===== src/rtl/core/cpse_pkg.sv =====
// cpse_pkg: types, codes and helpers for the CA PMT service extractor.
// Used by ca_pmt_service_extractor and its checker; no dependencies.
package cpse_pkg;

  localparam int MAX_ES_PIDS = 4;
  localparam int NUM_CA_IDS  = 4;

  localparam logic [11:0] POS_MAX       = 12'hFFF;
  localparam logic [11:0] MIN_MSG_BYTES = 12'd14;

  // Fixed byte positions in the message header
  localparam logic [11:0] POS_LENGTH    = 12'd3;
  localparam logic [11:0] POS_PROG_HI   = 12'd5;
  localparam logic [11:0] POS_PROG_LO   = 12'd6;
  localparam logic [11:0] POS_PIL_HI    = 12'd8;
  localparam logic [11:0] POS_PIL_LO    = 12'd9;
  localparam logic [11:0] POS_LOOP_BASE = 12'd10;
  localparam logic [11:0] POS_FIRST_DESC = 12'd11;

  // Offsets inside a CA descriptor
  localparam logic [11:0] DESC_LEN    = 12'd1;
  localparam logic [11:0] DESC_CA_HI  = 12'd2;
  localparam logic [11:0] DESC_CA_LO  = 12'd3;
  localparam logic [11:0] DESC_PID_HI = 12'd4;
  localparam logic [11:0] DESC_PID_LO = 12'd5;
  localparam logic [7:0]  DESC_MIN_LEN = 8'd4;

  // Offsets inside an ES entry header
  localparam logic [11:0] ES_PID_HI  = 12'd1;
  localparam logic [11:0] ES_PID_LO  = 12'd2;
  localparam logic [11:0] ES_INFO_HI = 12'd3;
  localparam logic [11:0] ES_INFO_LO = 12'd4;
  localparam logic [13:0] ES_DESC_OFS = 14'd6;
  localparam logic [13:0] ES_HDR_LEN  = 14'd5;

  typedef enum logic [2:0] {
    REG_NETWORK_ID  = 3'd0,
    REG_CA_ID_COUNT = 3'd1,
    REG_CA_ID_A     = 3'd2,
    REG_CA_ID_B     = 3'd3,
    REG_CA_ID_C     = 3'd4,
    REG_CA_ID_D     = 3'd5
  } cfg_reg_e;

  typedef struct packed {
    logic [7:0] data_byte;
    logic       last_byte;
  } in_item_t;

  typedef struct packed {
    logic        accepted;
    logic [15:0] service_network_id;
    logic [15:0] program_number;
    logic [15:0] matched_ca_id;
    logic [12:0] ecm_pid;
    logic [2:0]  pid_count;
    logic [12:0] pid_first;
    logic [12:0] pid_second;
    logic [12:0] pid_third;
    logic [12:0] pid_fourth;
  } out_item_t;

  function automatic logic [11:0] sat_pos(input logic [13:0] v);
    sat_pos = (v > 14'(POS_MAX)) ? POS_MAX : v[11:0];
  endfunction

endpackage


===== src/rtl/core/ca_pmt_service_extractor.sv =====
// ca_pmt_service_extractor: byte-serial CA PMT parser producing one service record
// per message. Depends on cpse_pkg.
//
// Usage:
//  - Input channel (in_valid_i/in_ready_o/in_data_i) carries one message byte per
//    transaction, byte 0 first; last_byte marks the final byte of the message.
//  - Output channel (out_valid_o/out_ready_i/out_data_o) carries one service record
//    per message, valid in the cycle after the transaction that carried last_byte.
//  - Config channel (cfg_valid_i/cfg_ready_o, always ready) writes network id, CA id
//    count and four CA ids; the user writes only while idle, unenforced by the block.
//  - Throughput: one byte per cycle when not stalled. Each byte updates the parse
//    registers in the same cycle it is taken (header fields, loop bounds, descriptor
//    match against the four ids in parallel), so bytes may follow back to back.
//  - Stall: the record sits in the output register; the block keeps taking bytes
//    as long as that register is empty or being drained this cycle, and stops
//    while a finished record waits on a stalled receiver.
//  - Reset: clears config registers, parse state save kept PIDs, and out_valid;
//    no clearing pass, the block takes bytes from the first cycle after reset.
module ca_pmt_service_extractor (
  input  logic                clk_i,
  input  logic                rst_ni,
  input  logic                in_valid_i,
  output logic                in_ready_o,
  input  cpse_pkg::in_item_t  in_data_i,
  output logic                out_valid_o,
  input  logic                out_ready_i,
  output cpse_pkg::out_item_t out_data_o,
  input  logic                cfg_valid_i,
  output logic                cfg_ready_o,
  input  logic [2:0]          cfg_index_i,
  input  logic [15:0]         cfg_data_i
);
  import cpse_pkg::*;

  // Config registers
  logic [15:0] net_id_q;
  logic [2:0]  ca_cnt_q;
  logic [15:0] ca_id_q [NUM_CA_IDS];

  // Parse state
  logic [11:0] pos_q, pos_d;
  logic [7:0]  sec_len_q, sec_len_d;
  logic [15:0] prog_q, prog_d;
  logic [11:0] pil_q, pil_d;          // program info length
  logic [11:0] ees_q, ees_d;          // start of next ES entry
  logic [11:0] eil_q, eil_d;          // ES info length
  logic [11:0] ds_q, ds_d;            // start of next descriptor
  logic [7:0]  dl_q, dl_d;            // descriptor length
  logic [15:0] pf_q, pf_d;            // partial field
  logic [4:0]  php_q, php_d;          // ECM PID high bits
  logic [15:0] found_q, found_d;
  logic [12:0] ecm_q, ecm_d;
  logic [2:0]  kpc_q, kpc_d;
  logic [12:0] kept_q [MAX_ES_PIDS];
  logic [12:0] kept_d [MAX_ES_PIDS];

  // Output register
  logic      out_valid_q, out_valid_d;
  out_item_t out_data_q, out_data_d;

  // Combinational helpers
  logic        in_fire;
  logic        do_parse;
  logic        in_prog;
  logic        in_desc;
  logic        desc_active;
  logic [11:0] desc_off;
  logic [11:0] es_off;
  logic [12:0] prog_end;
  logic [11:0] sec_end;
  logic [11:0] pos_nxt;
  logic [2:0]  id_lim;
  logic        ca_match;
  logic [7:0]  b;
  logic [11:0] pil_new;
  logic [11:0] eil_new;

  assign in_ready_o  = !out_valid_q || out_ready_i;
  assign in_fire     = in_valid_i && in_ready_o;
  assign cfg_ready_o = 1'b1;
  assign out_valid_o = out_valid_q;
  assign out_data_o  = out_data_q;

  always_comb begin
    b           = in_data_i.data_byte;
    sec_end     = {4'd0, sec_len_q} + 12'd4;
    do_parse    = pos_q < sec_end;
    prog_end    = {1'b0, pil_q} + {1'b0, POS_LOOP_BASE};
    in_prog     = {1'b0, pos_q} < prog_end;
    in_desc     = in_prog || (pos_q < ees_q);
    desc_active = pos_q >= ds_q;
    desc_off    = pos_q - ds_q;
    es_off      = pos_q - ees_q;
    pos_nxt     = sat_pos(14'(pos_q) + 14'd1);
    pil_new     = {pil_q[11:8], b};
    eil_new     = {eil_q[11:8], b};

    // Only the first ca_id_count ids take part, capped at the number held
    id_lim   = (ca_cnt_q > 3'(NUM_CA_IDS)) ? 3'(NUM_CA_IDS) : ca_cnt_q;
    ca_match = 1'b0;
    for (int j = 0; j < NUM_CA_IDS; j++) begin
      if ((3'(j) < id_lim) && (ca_id_q[j] == pf_q)) begin
        ca_match = 1'b1;
      end
    end

    pos_d     = pos_q;
    sec_len_d = sec_len_q;
    prog_d    = prog_q;
    pil_d     = pil_q;
    ees_d     = ees_q;
    eil_d     = eil_q;
    ds_d      = ds_q;
    dl_d      = dl_q;
    pf_d      = pf_q;
    php_d     = php_q;
    found_d   = found_q;
    ecm_d     = ecm_q;
    kpc_d     = kpc_q;
    for (int i = 0; i < MAX_ES_PIDS; i++) begin
      kept_d[i] = kept_q[i];
    end
    out_valid_d = out_valid_q && !out_ready_i;
    out_data_d  = out_data_q;

    if (in_fire) begin
      if (do_parse) begin
        if (pos_q == POS_LENGTH) begin
          sec_len_d = b;
        end else if (pos_q == POS_PROG_HI) begin
          prog_d = {b, 8'd0};
        end else if (pos_q == POS_PROG_LO) begin
          prog_d = {prog_q[15:8], b};
        end else if (pos_q == POS_PIL_HI) begin
          pil_d = {b[3:0], 8'd0};
        end else if (pos_q == POS_PIL_LO) begin
          pil_d = pil_new;
          ds_d  = POS_FIRST_DESC;
          ees_d = sat_pos(14'(POS_LOOP_BASE) + 14'(pil_new));
        end else if (pos_q >= POS_LOOP_BASE) begin
          if (in_desc) begin
            // CA descriptor, program level or inside an ES entry
            if (desc_active) begin
              case (desc_off)
                DESC_LEN: begin
                  dl_d = b;
                  if (b < DESC_MIN_LEN) begin
                    ds_d = sat_pos(14'(ds_q) + 14'(b) + 14'd2);
                  end
                end
                DESC_CA_HI:  pf_d  = {b, 8'd0};
                DESC_CA_LO:  pf_d  = {pf_q[15:8], b};
                DESC_PID_HI: php_d = b[4:0];
                DESC_PID_LO: begin
                  if (ca_match) begin
                    found_d = pf_q;
                    ecm_d   = {php_q, b};
                  end
                  ds_d = sat_pos(14'(ds_q) + 14'(dl_q) + 14'd2);
                end
                default: ;
              endcase
            end
          end else begin
            // ES entry header
            case (es_off)
              ES_PID_HI: pf_d = {8'd0, b};
              ES_PID_LO: begin
                if (kpc_q < 3'(MAX_ES_PIDS)) begin
                  kept_d[kpc_q[1:0]] = {pf_q[4:0], b};
                  kpc_d = kpc_q + 3'd1;
                end
              end
              ES_INFO_HI: eil_d = {b[3:0], 8'd0};
              ES_INFO_LO: begin
                eil_d = eil_new;
                ds_d  = sat_pos(14'(ees_q) + ES_DESC_OFS);
                ees_d = sat_pos(14'(ees_q) + 14'(eil_new) + ES_HDR_LEN);
              end
              default: ;
            endcase
          end
        end
      end
      pos_d = pos_nxt;

      if (in_data_i.last_byte) begin
        // Record reflects this byte's updates; then restart for the next message
        out_valid_d                   = 1'b1;
        out_data_d.accepted           = (kpc_d != 3'd0) && (found_d != 16'd0) &&
                                        (pos_nxt >= MIN_MSG_BYTES) &&
                                        (pos_nxt >= {4'd0, sec_len_d} + 12'd4);
        out_data_d.service_network_id = net_id_q;
        out_data_d.program_number     = prog_d;
        out_data_d.matched_ca_id      = found_d;
        out_data_d.ecm_pid            = ecm_d;
        out_data_d.pid_count          = kpc_d;
        out_data_d.pid_first          = (kpc_d > 3'd0) ? kept_d[0] : 13'd0;
        out_data_d.pid_second         = (kpc_d > 3'd1) ? kept_d[1] : 13'd0;
        out_data_d.pid_third          = (kpc_d > 3'd2) ? kept_d[2] : 13'd0;
        out_data_d.pid_fourth         = (kpc_d > 3'd3) ? kept_d[3] : 13'd0;

        pos_d     = '0;
        sec_len_d = '0;
        prog_d    = '0;
        pil_d     = '0;
        ees_d     = '0;
        eil_d     = '0;
        ds_d      = '0;
        dl_d      = '0;
        pf_d      = '0;
        php_d     = '0;
        found_d   = '0;
        ecm_d     = '0;
        kpc_d     = '0;
      end
    end
  end

  always_ff @(posedge clk_i or negedge rst_ni) begin
    if (!rst_ni) begin
      pos_q       <= '0;
      sec_len_q   <= '0;
      prog_q      <= '0;
      pil_q       <= '0;
      ees_q       <= '0;
      eil_q       <= '0;
      ds_q        <= '0;
      dl_q        <= '0;
      pf_q        <= '0;
      php_q       <= '0;
      found_q     <= '0;
      ecm_q       <= '0;
      kpc_q       <= '0;
      out_valid_q <= 1'b0;
    end else begin
      pos_q       <= pos_d;
      sec_len_q   <= sec_len_d;
      prog_q      <= prog_d;
      pil_q       <= pil_d;
      ees_q       <= ees_d;
      eil_q       <= eil_d;
      ds_q        <= ds_d;
      dl_q        <= dl_d;
      pf_q        <= pf_d;
      php_q       <= php_d;
      found_q     <= found_d;
      ecm_q       <= ecm_d;
      kpc_q       <= kpc_d;
      out_valid_q <= out_valid_d;
    end
  end

  // Payload registers: kept PIDs are only read below the kept count
  always_ff @(posedge clk_i) begin
    for (int i = 0; i < MAX_ES_PIDS; i++) begin
      kept_q[i] <= kept_d[i];
    end
    out_data_q <= out_data_d;
  end

  // Configuration writes
  always_ff @(posedge clk_i or negedge rst_ni) begin
    if (!rst_ni) begin
      net_id_q <= '0;
      ca_cnt_q <= '0;
      for (int i = 0; i < NUM_CA_IDS; i++) begin
        ca_id_q[i] <= '0;
      end
    end else if (cfg_valid_i) begin
      unique case (cfg_index_i)
        REG_NETWORK_ID:  net_id_q   <= cfg_data_i;
        REG_CA_ID_COUNT: ca_cnt_q   <= cfg_data_i[2:0];
        REG_CA_ID_A:     ca_id_q[0] <= cfg_data_i;
        REG_CA_ID_B:     ca_id_q[1] <= cfg_data_i;
        REG_CA_ID_C:     ca_id_q[2] <= cfg_data_i;
        REG_CA_ID_D:     ca_id_q[3] <= cfg_data_i;
        default: ;
      endcase
    end
  end

endmodule


===== config.mk =====
export PLATFORM = sky130hd
export DESIGN_NAME = ca_pmt_service_extractor
export DESIGN_NICKNAME = d
export VERILOG_FILES = /design/src/rtl/core/cpse_pkg.sv /design/src/rtl/core/ca_pmt_service_extractor.sv
export SDC_FILE = /design/constraint.sdc
export NUM_CORES = 1
export LEC_CHECK = 0
export BUFFER_PORTS_ARGS = -buffer_cell sky130_fd_sc_hd__buf_2
export CORE_MARGIN = 3
export CORE_UTILIZATION = 40
export DETAILED_ROUTE_END_ITERATION = 16
export HOLD_SLACK_MARGIN = 0.03
export PLACE_DENSITY = 0.65
export SYNTH_ARGS = -nofsm -noshare
export SYNTH_HDL_FRONTEND = slang
export SYNTH_SLANG_ARGS = --single-unit

===== constraint.sdc =====
create_clock -name clk_i -period 5.4 [get_ports clk_i]
set_input_delay 0.27 -clock clk_i [delete_from_list [all_inputs] [get_ports clk_i]]
set_output_delay 0.27 -clock clk_i [all_outputs]
set_load 0.05 [all_outputs]

# ---- After elaboration in Yosys (flattened, before gate mapping)
# Memories as Yosys holds them, arrays and structs flattened.
# Index checks and enable logic that the tools add are counted.
dict set report word_totals {
  regBits 338
  mem_bits_rw 52
  output_inout_bits 120
  n_memories 1
}
dict set report classes {
  addsub 15
  n_lt_le_gt_ge 26
  eq_ne 38
  mux 148
  bitwise_logic 1
  reduce_logical 46
}
# name words width rd rd_clocked_by_memory_dff wr line
set mem_list {}
lappend mem_list {kept_q 4 13 4 0 4 ca_pmt_service_extractor.sv:54} ;# logic [12:0] kept_q [MAX_ES_PIDS];
# operator n
set ops {}
lappend ops {{$mux W52} 11}
lappend ops {{$mux W12} 44}
lappend ops {{$mux W16} 28}
lappend ops {{$mux W13} 13}
lappend ops {{$mux W8} 17}
lappend ops {{$eq A16 B16 Y1} 4}
lappend ops {{$eq A12 B2 Y1 const B} 5}
lappend ops {{$eq A12 B3 Y1 const B} 5}
lappend ops {{$mux W5} 11}
lappend ops {{$reduce_and A11 Y1} 5}
lappend ops {{$bwmux W52} 1}
lappend ops {{$pmux W12 S2} 2}
lappend ops {{$gt A14 B12 Y1 const B} 3}
lappend ops {{$gt A13 B12 Y1 const B} 3}
lappend ops {{$mux W3} 13}
lappend ops {{$pmux W16 S2} 1}
lappend ops {{$add A13 B2 Y14 const B} 2}
lappend ops {{$add A12 B8 Y13} 2}
lappend ops {{$demux W13 S2} 1}
lappend ops {{$eq A12 B1 Y1 const B} 2}
lappend ops {{$eq A12 B4 Y1 const B} 2}
lappend ops {{$ge A12 B4 Y1 const B} 2}
lappend ops {{$sub A12 B12 Y12} 2}
lappend ops {{$add A8 B3 Y9 const B} 2}
lappend ops {{44 further kinds} 93}

# ---- Depth between registers and ports, before layout
# Gate-level depths: netlist (run 1).
dict set report depth {
  ltp_word 24
  depth_mapped 22
}

# ---- Worst setup path before layout (run 1)
# Ideal clock, no wire load.
dict set report synth_path {
  path_kind {flip-flop to flip-flop}
  from {register out_valid_q (netlist: out_valid_o)}
  to {register pil_q[6]}
  setup_ns 0.095
  t_arrival_ns 5.088
  required_time_ns 5.305
  path_slack_ns 0.216
  path_stages_with_launch 9
  synth_period_minus_slack_ns 5.184
  cell_sequence {dfrtp_1 nand2b_1 nand2_1 inv_1 nand2_1 inv_1 nor2_1 clkbuf_1 o31ai_1}
}
dict set report synth_via {
  elab_chain_len 4
}
# item line
set synth_lines {}
lappend synth_lines {{from (decl)} ca_pmt_service_extractor.sv:58} ;# logic out_valid_q, out_valid_d;
lappend synth_lines {{from (signal assigned)} ca_pmt_service_extractor.sv:250} ;# out_valid_q <= out_valid_d;
lappend synth_lines {{$logic_not A1 Y1} ca_pmt_service_extractor.sv:78} ;# assign in_ready_o = !out_valid_q || out_ready_i;
lappend synth_lines {{$logic_or A1 B1 Y1} ca_pmt_service_extractor.sv:78}
lappend synth_lines {{via in_ready_o} ca_pmt_service_extractor.sv:23} ;# output logic in_ready_o,
lappend synth_lines {{$logic_and A1 B1 Y1} ca_pmt_service_extractor.sv:79} ;# assign in_fire = in_valid_i && in_ready_o;
lappend synth_lines {{$reduce_and A6 Y1 (no line)} --}
lappend synth_lines {{to (signal assigned)} ca_pmt_service_extractor.sv:240} ;# pil_q <= pil_d;
lappend synth_lines {{to (decl)} ca_pmt_service_extractor.sv:44} ;# logic [11:0] pil_q, pil_d;
# The timed path passes the listed nets, and every way through them passes these cells.
# A chain may end at the register's enable or synchronous reset.

# ---- Final worst setup path (run 1)
dict set report layout_path {
  from {register pos_q[2]}
  to {register out_data_q (netlist bit out_data_o[116]), data pin}
}
dict set report layout_via {
  elab_chain_len 17
  elab_cells_between_ends 50
  cone_classes {4 x add/sub; 8 x order compare; 7 x eq/ne; 25 x mux; 6 x reduce/logical}
}
# item line
set layout_lines {}
lappend layout_lines {{from (decl)} ca_pmt_service_extractor.sv:41} ;# logic [11:0] pos_q, pos_d;
lappend layout_lines {{from (signal assigned)} ca_pmt_service_extractor.sv:237} ;# pos_q <= pos_d;
lappend layout_lines {{$sub A12 B12 Y12} ca_pmt_service_extractor.sv:92} ;# desc_off = pos_q - ds_q;
lappend layout_lines {{$eq A12 B3 Y1} ca_pmt_service_extractor.sv:144} ;# case (desc_off)
lappend layout_lines {{$mux W16} ca_pmt_service_extractor.sv:144}
lappend layout_lines {{$mux W16} ca_pmt_service_extractor.sv:143} ;# if (desc_active) begin
lappend layout_lines {{$mux W16} ca_pmt_service_extractor.sv:141} ;# if (in_desc) begin
lappend layout_lines {{$mux W16} ca_pmt_service_extractor.sv:140} ;# end else if (pos_q >= POS_LOOP_BASE) begin
lappend layout_lines {{$mux W16} ca_pmt_service_extractor.sv:136} ;# end else if (pos_q == POS_PIL_LO) begin
lappend layout_lines {{$mux W16} ca_pmt_service_extractor.sv:134} ;# end else if (pos_q == POS_PIL_HI) begin
lappend layout_lines {{$mux W16} ca_pmt_service_extractor.sv:132} ;# end else if (pos_q == POS_PROG_LO) begin
lappend layout_lines {{$mux W16} ca_pmt_service_extractor.sv:130} ;# end else if (pos_q == POS_PROG_HI) begin
lappend layout_lines {{$mux W16} ca_pmt_service_extractor.sv:128} ;# if (pos_q == POS_LENGTH) begin
lappend layout_lines {{$mux W16} ca_pmt_service_extractor.sv:127} ;# if (do_parse) begin
lappend layout_lines {{$mux W16} ca_pmt_service_extractor.sv:126} ;# if (in_fire) begin
lappend layout_lines {{$reduce_bool A16 Y1} ca_pmt_service_extractor.sv:190} ;# out_data_d.accepted = (kpc_d != 3'd0) && (found_d != 16'd0) &&
lappend layout_lines {{$logic_and A1 B1 Y1 (2 in series)} ca_pmt_service_extractor.sv:190}
lappend layout_lines {{$logic_and A1 B1 Y1 *} ca_pmt_service_extractor.sv:191} ;# (pos_nxt >= MIN_MSG_BYTES) &&
lappend layout_lines {{to (signal assigned)} ca_pmt_service_extractor.sv:259} ;# out_data_q <= out_data_d;
lappend layout_lines {{to (decl)} ca_pmt_service_extractor.sv:59} ;# out_item_t out_data_q, out_data_d;
# Every way passes the cells marked *; elsewhere a longest branch is shown, timed or not. The select of a mux whose other input is x is not followed.

==> flow_metrics.py, run 1 <==
metrics = {
    "yosys": {
        "syn_avg_cell_area_um2": 11.3,
        "synth_top_area_share_pct": 25.4,
        "synthFlopType": "dfrtp_1",
        "ys_top_cells_by_area": "dfrtp_1 (25%), edfxtp_1 (23%), mux2_2 (9.2%)",
        "synth_top_cell_by_area": "dfrtp_1",
        "yosysWarnings": 0,
        "ys_ff_latch": 390,
        "seq_area_frac_synth_pct": 48.7,
        "synthCells": 1934,
        "synth_edf_count": 169,
        "synth.distinct_cells": 87,
        "syn-num-nets": 2094,
        "syn_area_um2": 21800,
        "ys_async_sr_fraction_pct": 56.7,
    },
    "global_route": {
        "grt_max_degree": 162,
        "gr-total-overflow": 0,
        "grt_pass1_vias": 16600,
        "met1_usage_pct": 31.1,
        "grt_pass1_wl_um": 100000,
        "grt_most_used_layer": "met2",
        "met3_usage_pct": 3.34,
        "grt_use_met2_pct": 36.9,
        "antenna_found_initial": 0,
        "grt_usage_pct": 22.6,
    },
    "pwr": {
        "leakage_uw": 0.0108,
        "vdd_drop_max_mv": 0.265,
        "powerDensity_nw_per_um2": 387,
    },
    "critical_path": {
        "path_class": "flop to flop",
        "worst_setup_path_start_kind": "flop",
        "crit_path_end_kind": "flop",
        "crit_arrival_ps": 5180,
        "cp_data_required_time_ps": 5730,
        "cp_slowest_stage_delay_ps": 660,
        "crit_fanout": 16,
        "path_cells": "ha_1, a211oi_1, o211ai_1, a31o_2, or2_2, a21oi_1, inv_1, ha_1, xor2_1, ha_1, a211oi_1, o21ai_0, o211ai_1, a21oi_1, nor4_2, nor3_1",
        "crit_slowest_cell": "dfrtp_1",
        "cpMostUsedCell": "ha_1",
    },
    "sta": {
        "fin_worst_skew_ps": 41.3,
        "max_freq_mhz": 206,
        "tns_ps": 0,
        "worst_pin_slew_ps": 1070,
        "setup_viol": 0,
        "maxSlewViolCount": 0,
        "finalHoldViolations": 0,
        "max_slew_margin_pct": 28.0,
        "layout_worst_path_cycle_share_pct": 89.8,
        "fin_crit_ps": 4850,
        "rsz0062_at_grt": "false",
    },
    "drt": {
        "dr.pass1.iters": 5,
        "routed_wl_um": 65000,
        "drt_iter0_drc": 1544,
        "vias": 16400,
        "drc": 0,
        "ant_nets": 0,
        "via_per_inst": 5.84,
        "routedWlPerCell_um": 23.2,
    },
    "clocking": {
        "max-clock-path-buffers": 3,
        "cts.sinks": 390,
        "numCtsBuffers": 44,
        "htree_levels": 2,
        "clock_latency_ps": 600,
        "clk_pin_slew_worst_paths_ps": 60,
        "cts_root_buffer": "clkbuf_16",
        "cts_tree": "yes",
    },
    "place": {
        "hpwl_um": 44900,
        "dpl_cell_area_um2": 23200,
        "finalWeightedCongestion": 0.939,
        "io_buffers": 151,
    },
    "floorplan": {
        "core_area_um2": 53200,
        "io_pins": 153,
        "row_count": 84,
        "initial_core_util_pct": 40.9,
        "die_width_um": 239,
        "dieHeight_um": 239,
        "dieArea_um2": 57300,
    },
    "run_status": {
        "outcome": "completed",
    },
    "layout": {
        "layout.nets": 2237,
        "antenna_cells": 0,
        "fin_area_um2": 25000,
        "syn_to_final_growth_pct": 14.6,
        "final_common_cell": "dfrtp_1",
        "drive_gt1_share_pct": 21.9,
        "layout_common_cells": "dfrtp_1 (221), mux2_2 (178), edfxtp_1 (169)",
    },
    "job": {
        "maxCapViolCount": 0,
    },
    "hold_path": {
        "min_path_type": "input pin to flop",
    },
}
==> flip-flops by register name (all words and copies together) (netlist names), 12 cells and up <==
signal and flops:
found_q 16, prog_q 16, out_data_o 117, kept_q 52
ds_q 12, ecm_q 13, ees_q 12, net_id_q 16
pos_q 12, pil_q 12, pf_q 16, ca_id_q 64
==> cells by family (layout without fill, tap and decap cells) <==
group / after synthesis / in the layout / share of synthesized area, %
simple gates: 488 / 488 / 11.3
fa+ha+maj: 127 / 127 / 7.47
compound gates: 419 / 419 / 13.7
xor+xnor: 124 / 124 / 4.99
mux: 202 / 202 / 10.3
flops: 390 / 390 / 48.7
buf+inv: 183 / 362 / 3.43
other cells: 1 / 1 / 0.0172
==> worst max-delay path, delay by kind of cell, from the launching register on <==
| kind | cells | cell delay, ps |
|---|---|---|
| AO/OA/AOI/OAI | 8 | 1820 |
| adder cells (fa/ha/maj) | 3 | 860 |
| flip-flops | 1 | 660 |
| AND/OR/NAND/NOR | 3 | 1000 |
| buffers and inverters | 1 | 90 |
| XOR/XNOR | 1 | 180 |
==> worst paths after layout <==
path	end	cells after the start	slack [ps]	startpoint
min	ca_id_q[49]	2	100	cfg_data_i[1]
min reg2reg	out_data_o[110]	0	440	net_id_q[10]
max in group asynchronous	pos_q[0]	3	3900	rst_ni
max reg2reg	out_data_o[116]	16	550	pos_q[2]
min in group asynchronous	prog_q[11]	2	270	rst_ni
max	out_data_o[116]	16	550	pos_q[2]
==> final cells by class <==
class                   instances  area [um^2]
fillers                      4901        28200
flip-flops and latches        390        10600
multi-input cells            1361        10400
clock buffers                  63         1280
repair buffers                198         1170
well taps                     688          861
inverters                      82          310
clock inverters                19          274
==> Yosys cell counts, drive strengths merged, types with 12 or more instances <==
cell type and instances:
clkbuf 80, nor2b 29, a22o 65, o311a 13
nor4 36, nand2 126, o31ai 17, a21oi 72
o21a 13, a211oi 19, nor3 34, and3 12
a31oi 13, dfrtp 221, nand2b 12, xnor2 56
inv 82, o21ai 89, ha 122, mux2 178
xor2 68, edfxtp 169, nand4 19, buf 21
a21o 19, nor2 110, mux2i 24, nand3 56
==> what timing repair did <==
item	in CTS	in global routing
hold buffers	17	0
hold endpoints to repair	131	0
setup endpoints to repair	0	1
setup buffers	0	0
resized for setup	0	1
==> layer usage <==
layer	vias up	part of all wire, %
li1	7490	-
met1	8178	44
met2	574	47
met3	121	6.2
met4	0	2.9
met5	-	0
==> stage by stage <==
| stage | cells | util, % | setup WS [ps] | hold slack [ps] | power (uW) |
|---|---|---|---|---|---|
| floorplan | 1934 | - | 216 | -25.6 | 5750 |
| global placement | 2702 | 43.7 | 283 | 284 | 6420 |
| detailed placement | 2702 | 43.7 | 260 | 288 | 6470 |
| CTS | 2801 | 46.9 | 286 | 55.1 | 9710 |
| global route | 2801 | 46.9 | 174 | 69.2 | 10200 |
| finish | 2801 | 46.9 | 550 | 97.0 | 9670 |
==> power by group <==
part	internal (uW)	leakage, uW	switching (uW)
combinational	1130	0.00554	1550
clock	1910	0.000759	1280
sequential	3430	0.00450	354
(Power assumes the default switching activity.)
==> run 2: changes to the inputs <==
--- a/config.mk
+++ b/config.mk
@@ -6,11 +6,13 @@
 export NUM_CORES = 1
 export LEC_CHECK = 0
 export BUFFER_PORTS_ARGS = -buffer_cell sky130_fd_sc_hd__buf_2
+export CELL_PAD_IN_SITES_DETAIL_PLACEMENT = 2
+export CELL_PAD_IN_SITES_GLOBAL_PLACEMENT = 2
 export CORE_MARGIN = 3
 export CORE_UTILIZATION = 40
 export DETAILED_ROUTE_END_ITERATION = 16
 export HOLD_SLACK_MARGIN = 0.03
-export PLACE_DENSITY = 0.65
+export PLACE_DENSITY = 0.86
 export SYNTH_ARGS = -nofsm -noshare
 export SYNTH_HDL_FRONTEND = slang
 export SYNTH_SLANG_ARGS = --single-unit
==> flow_metrics.py, run 2 (same netlist as run 1, synthesis figures left out) <==
metrics = {
    "layout": {
        "largest_register_ffs": 117,
        "fin_area_um2": 24900,
        "fill_cells": 5370,
        "layout_common_cells": "dfrtp_1 (221), mux2_2 (178), edfxtp_1 (169)",
        "final_common_cell": "dfrtp_1",
        "syn_to_final_growth_pct": 14.2,
        "drive_gt1_share_pct": 21.5,
        "layout.nets": 2230,
    },
    "sta": {
        "setup_viol": 0,
        "finalHoldViolations": 0,
        "tns_ps": 0,
        "rsz0062_at_grt": "false",
        "max_slew_margin_pct": 12.0,
        "maxSlewViolCount": 0,
        "fin_worst_skew_ps": 34.7,
        "max_freq_mhz": 190,
        "worst_pin_slew_ps": 1310,
        "layout_worst_path_cycle_share_pct": 97.7,
        "fin_crit_ps": 5270,
    },
    "clocking": {
        "clock_latency_ps": 610,
        "cts.sinks": 390,
        "htree_levels": 2,
        "clk_pin_slew_worst_paths_ps": 70,
        "max-clock-path-buffers": 3,
        "cts_root_buffer": "clkbuf_16",
        "cts_tree": "yes",
        "numCtsBuffers": 44,
    },
    "global_route": {
        "antenna_found_initial": 6,
        "grt_usage_pct": 32.3,
        "grt_pass1_wl_um": 138000,
        "gr-total-overflow": 0,
        "grt_max_degree": 126,
        "grt_pass1_vias": 20200,
    },
    "critical_path": {
        "cp_data_required_time_ps": 5730,
        "r2r_slack_ps": 130,
        "r2r_start": "sec_len_q[2]",
        "crit_arrival_ps": 5600,
        "r2r_cells": 19,
        "crit_path_end_kind": "flop",
        "worst_setup_path_start_kind": "flop",
        "path_class": "flop to flop",
        "r2r-end": "out_data_o[116]",
        "crit_fanout": 15,
    },
    "pwr": {
        "powerDensity_nw_per_um2": 405,
        "vdd_drop_max_mv": 0.303,
        "leakage_uw": 0.0107,
    },
    "job": {
        "maxCapViolCount": 0,
    },
    "drt": {
        "routedWlPerCell_um": 33.1,
        "ant_nets": 0,
        "vias": 18100,
        "routed_wl_um": 92500,
        "dr.pass1.iters": 6,
        "drt_iter0_drc": 1441,
        "via_per_inst": 6.45,
        "drc": 0,
    },
    "hold_path": {
        "min_path_type": "input pin to flop",
        "min_to": "ca_id_q[45]",
        "hp-start": "cfg_data_i[13]",
        "min_path_cells": 2,
    },
    "floorplan": {
        "io_pins": 153,
        "initial_core_util_pct": 40.9,
        "dieArea_um2": 57300,
        "dieHeight_um": 239,
        "core_area_um2": 53200,
        "row_count": 84,
        "die_width_um": 239,
    },
    "run_status": {
        "outcome": "completed",
    },
    "place": {
        "io_buffers": 151,
        "hpwl_um": 58200,
        "finalWeightedCongestion": 0.883,
        "dpl_cell_area_um2": 23200,
    },
}
run 2: changes by cell type in the layout (fill, tap and decap cells not counted), moves of 3 or more:
cell           delta
clkbuf_8          -4
diode_2           +4
dlygate4sd3_1     -5
buf_4             -4
clkinv_4          -3
clkbuf_1          +6
run 2: report_power, final:
part	switching [uW]	leakage (uW)	internal, uW
registers	435	0.00450	3430
clock network	1380	0.000720	1840
logic	1850	0.00551	1150
run 2: through the flow:
step | total power (uW) | util, % | worst slack, ps | hold WS (ps) | cells
final | 10100 | 46.7 | 126 | 55.9 | 2797
after global placement | 6450 | 43.6 | 500 | 361 | 2699
after detailed placement | 6700 | 43.6 | 254 | 376 | 2699
after floorplan | 5750 | - | 216 | -25.6 | 1934
after global routing | 10500 | 46.7 | 116 | 59.0 | 2794
after CTS | 10000 | 46.7 | 33.2 | 41.8 | 2792
run 2: final cells by class:
type	count	area, um^2	share of cell area, %
diodes	4	10.0	0.0403
clock buffers	66	1280	5.14
clock inverters	15	210	0.846
inverters	82	310	1.25
multi-input cells	1361	10500	42.1
flip-flops and latches	390	10600	42.7
well taps	688	861	3.46
repair buffers	191	1120	4.50
run 2: how the worst max path moves through the flow:
stage	from	to	slack, ps
finish	sec_len_q[2]	out_data_o[116]	130
global route	sec_len_q[2]	out_data_o[116]	120
CTS	sec_len_q[2]	out_data_o[116]	30
detailed placement	sec_len_q[2]	out_data_o[116]	250
global placement	sec_len_q[6]	out_data_o[116]	500
floorplan	out_valid_o	pil_q[6]	220
run 2: layer usage:
metal	GRT usage [%]	up-vias	wire length [um]
li1	-	7448	-
met1	38.9	9395	35300
met2	53.6	845	44500
met3	6.76	362	6550
met4	18.9	4	6160
met5	0	-	30
run 2: worst max-delay path, cell delays in order (launching register included):
cell and delay (ps):
dfrtp_1 480, ha_1 300, and3_1 240, xnor2_1 160, ha_1 310, o211ai_1 120, o21ai_0 270, a31o_2 400
or2_4 340, mux2i_2 420, inv_1 110, ha_1 270, xor2_1 180, ha_1 240, a211oi_1 220, o21ai_0 160
o211ai_1 140, a21oi_1 180, nor4_4 360, nor3_1 120
run 2: repair_timing:
action                     in CTS  in global routing
setup buffers                   0                  0
hold endpoints to repair      142                  0
gates resized for setup         2                  2
setup endpoints to repair       1                  1
pin swaps                       0                  0
gates cloned                    0                  0
hold buffers                   12                  0
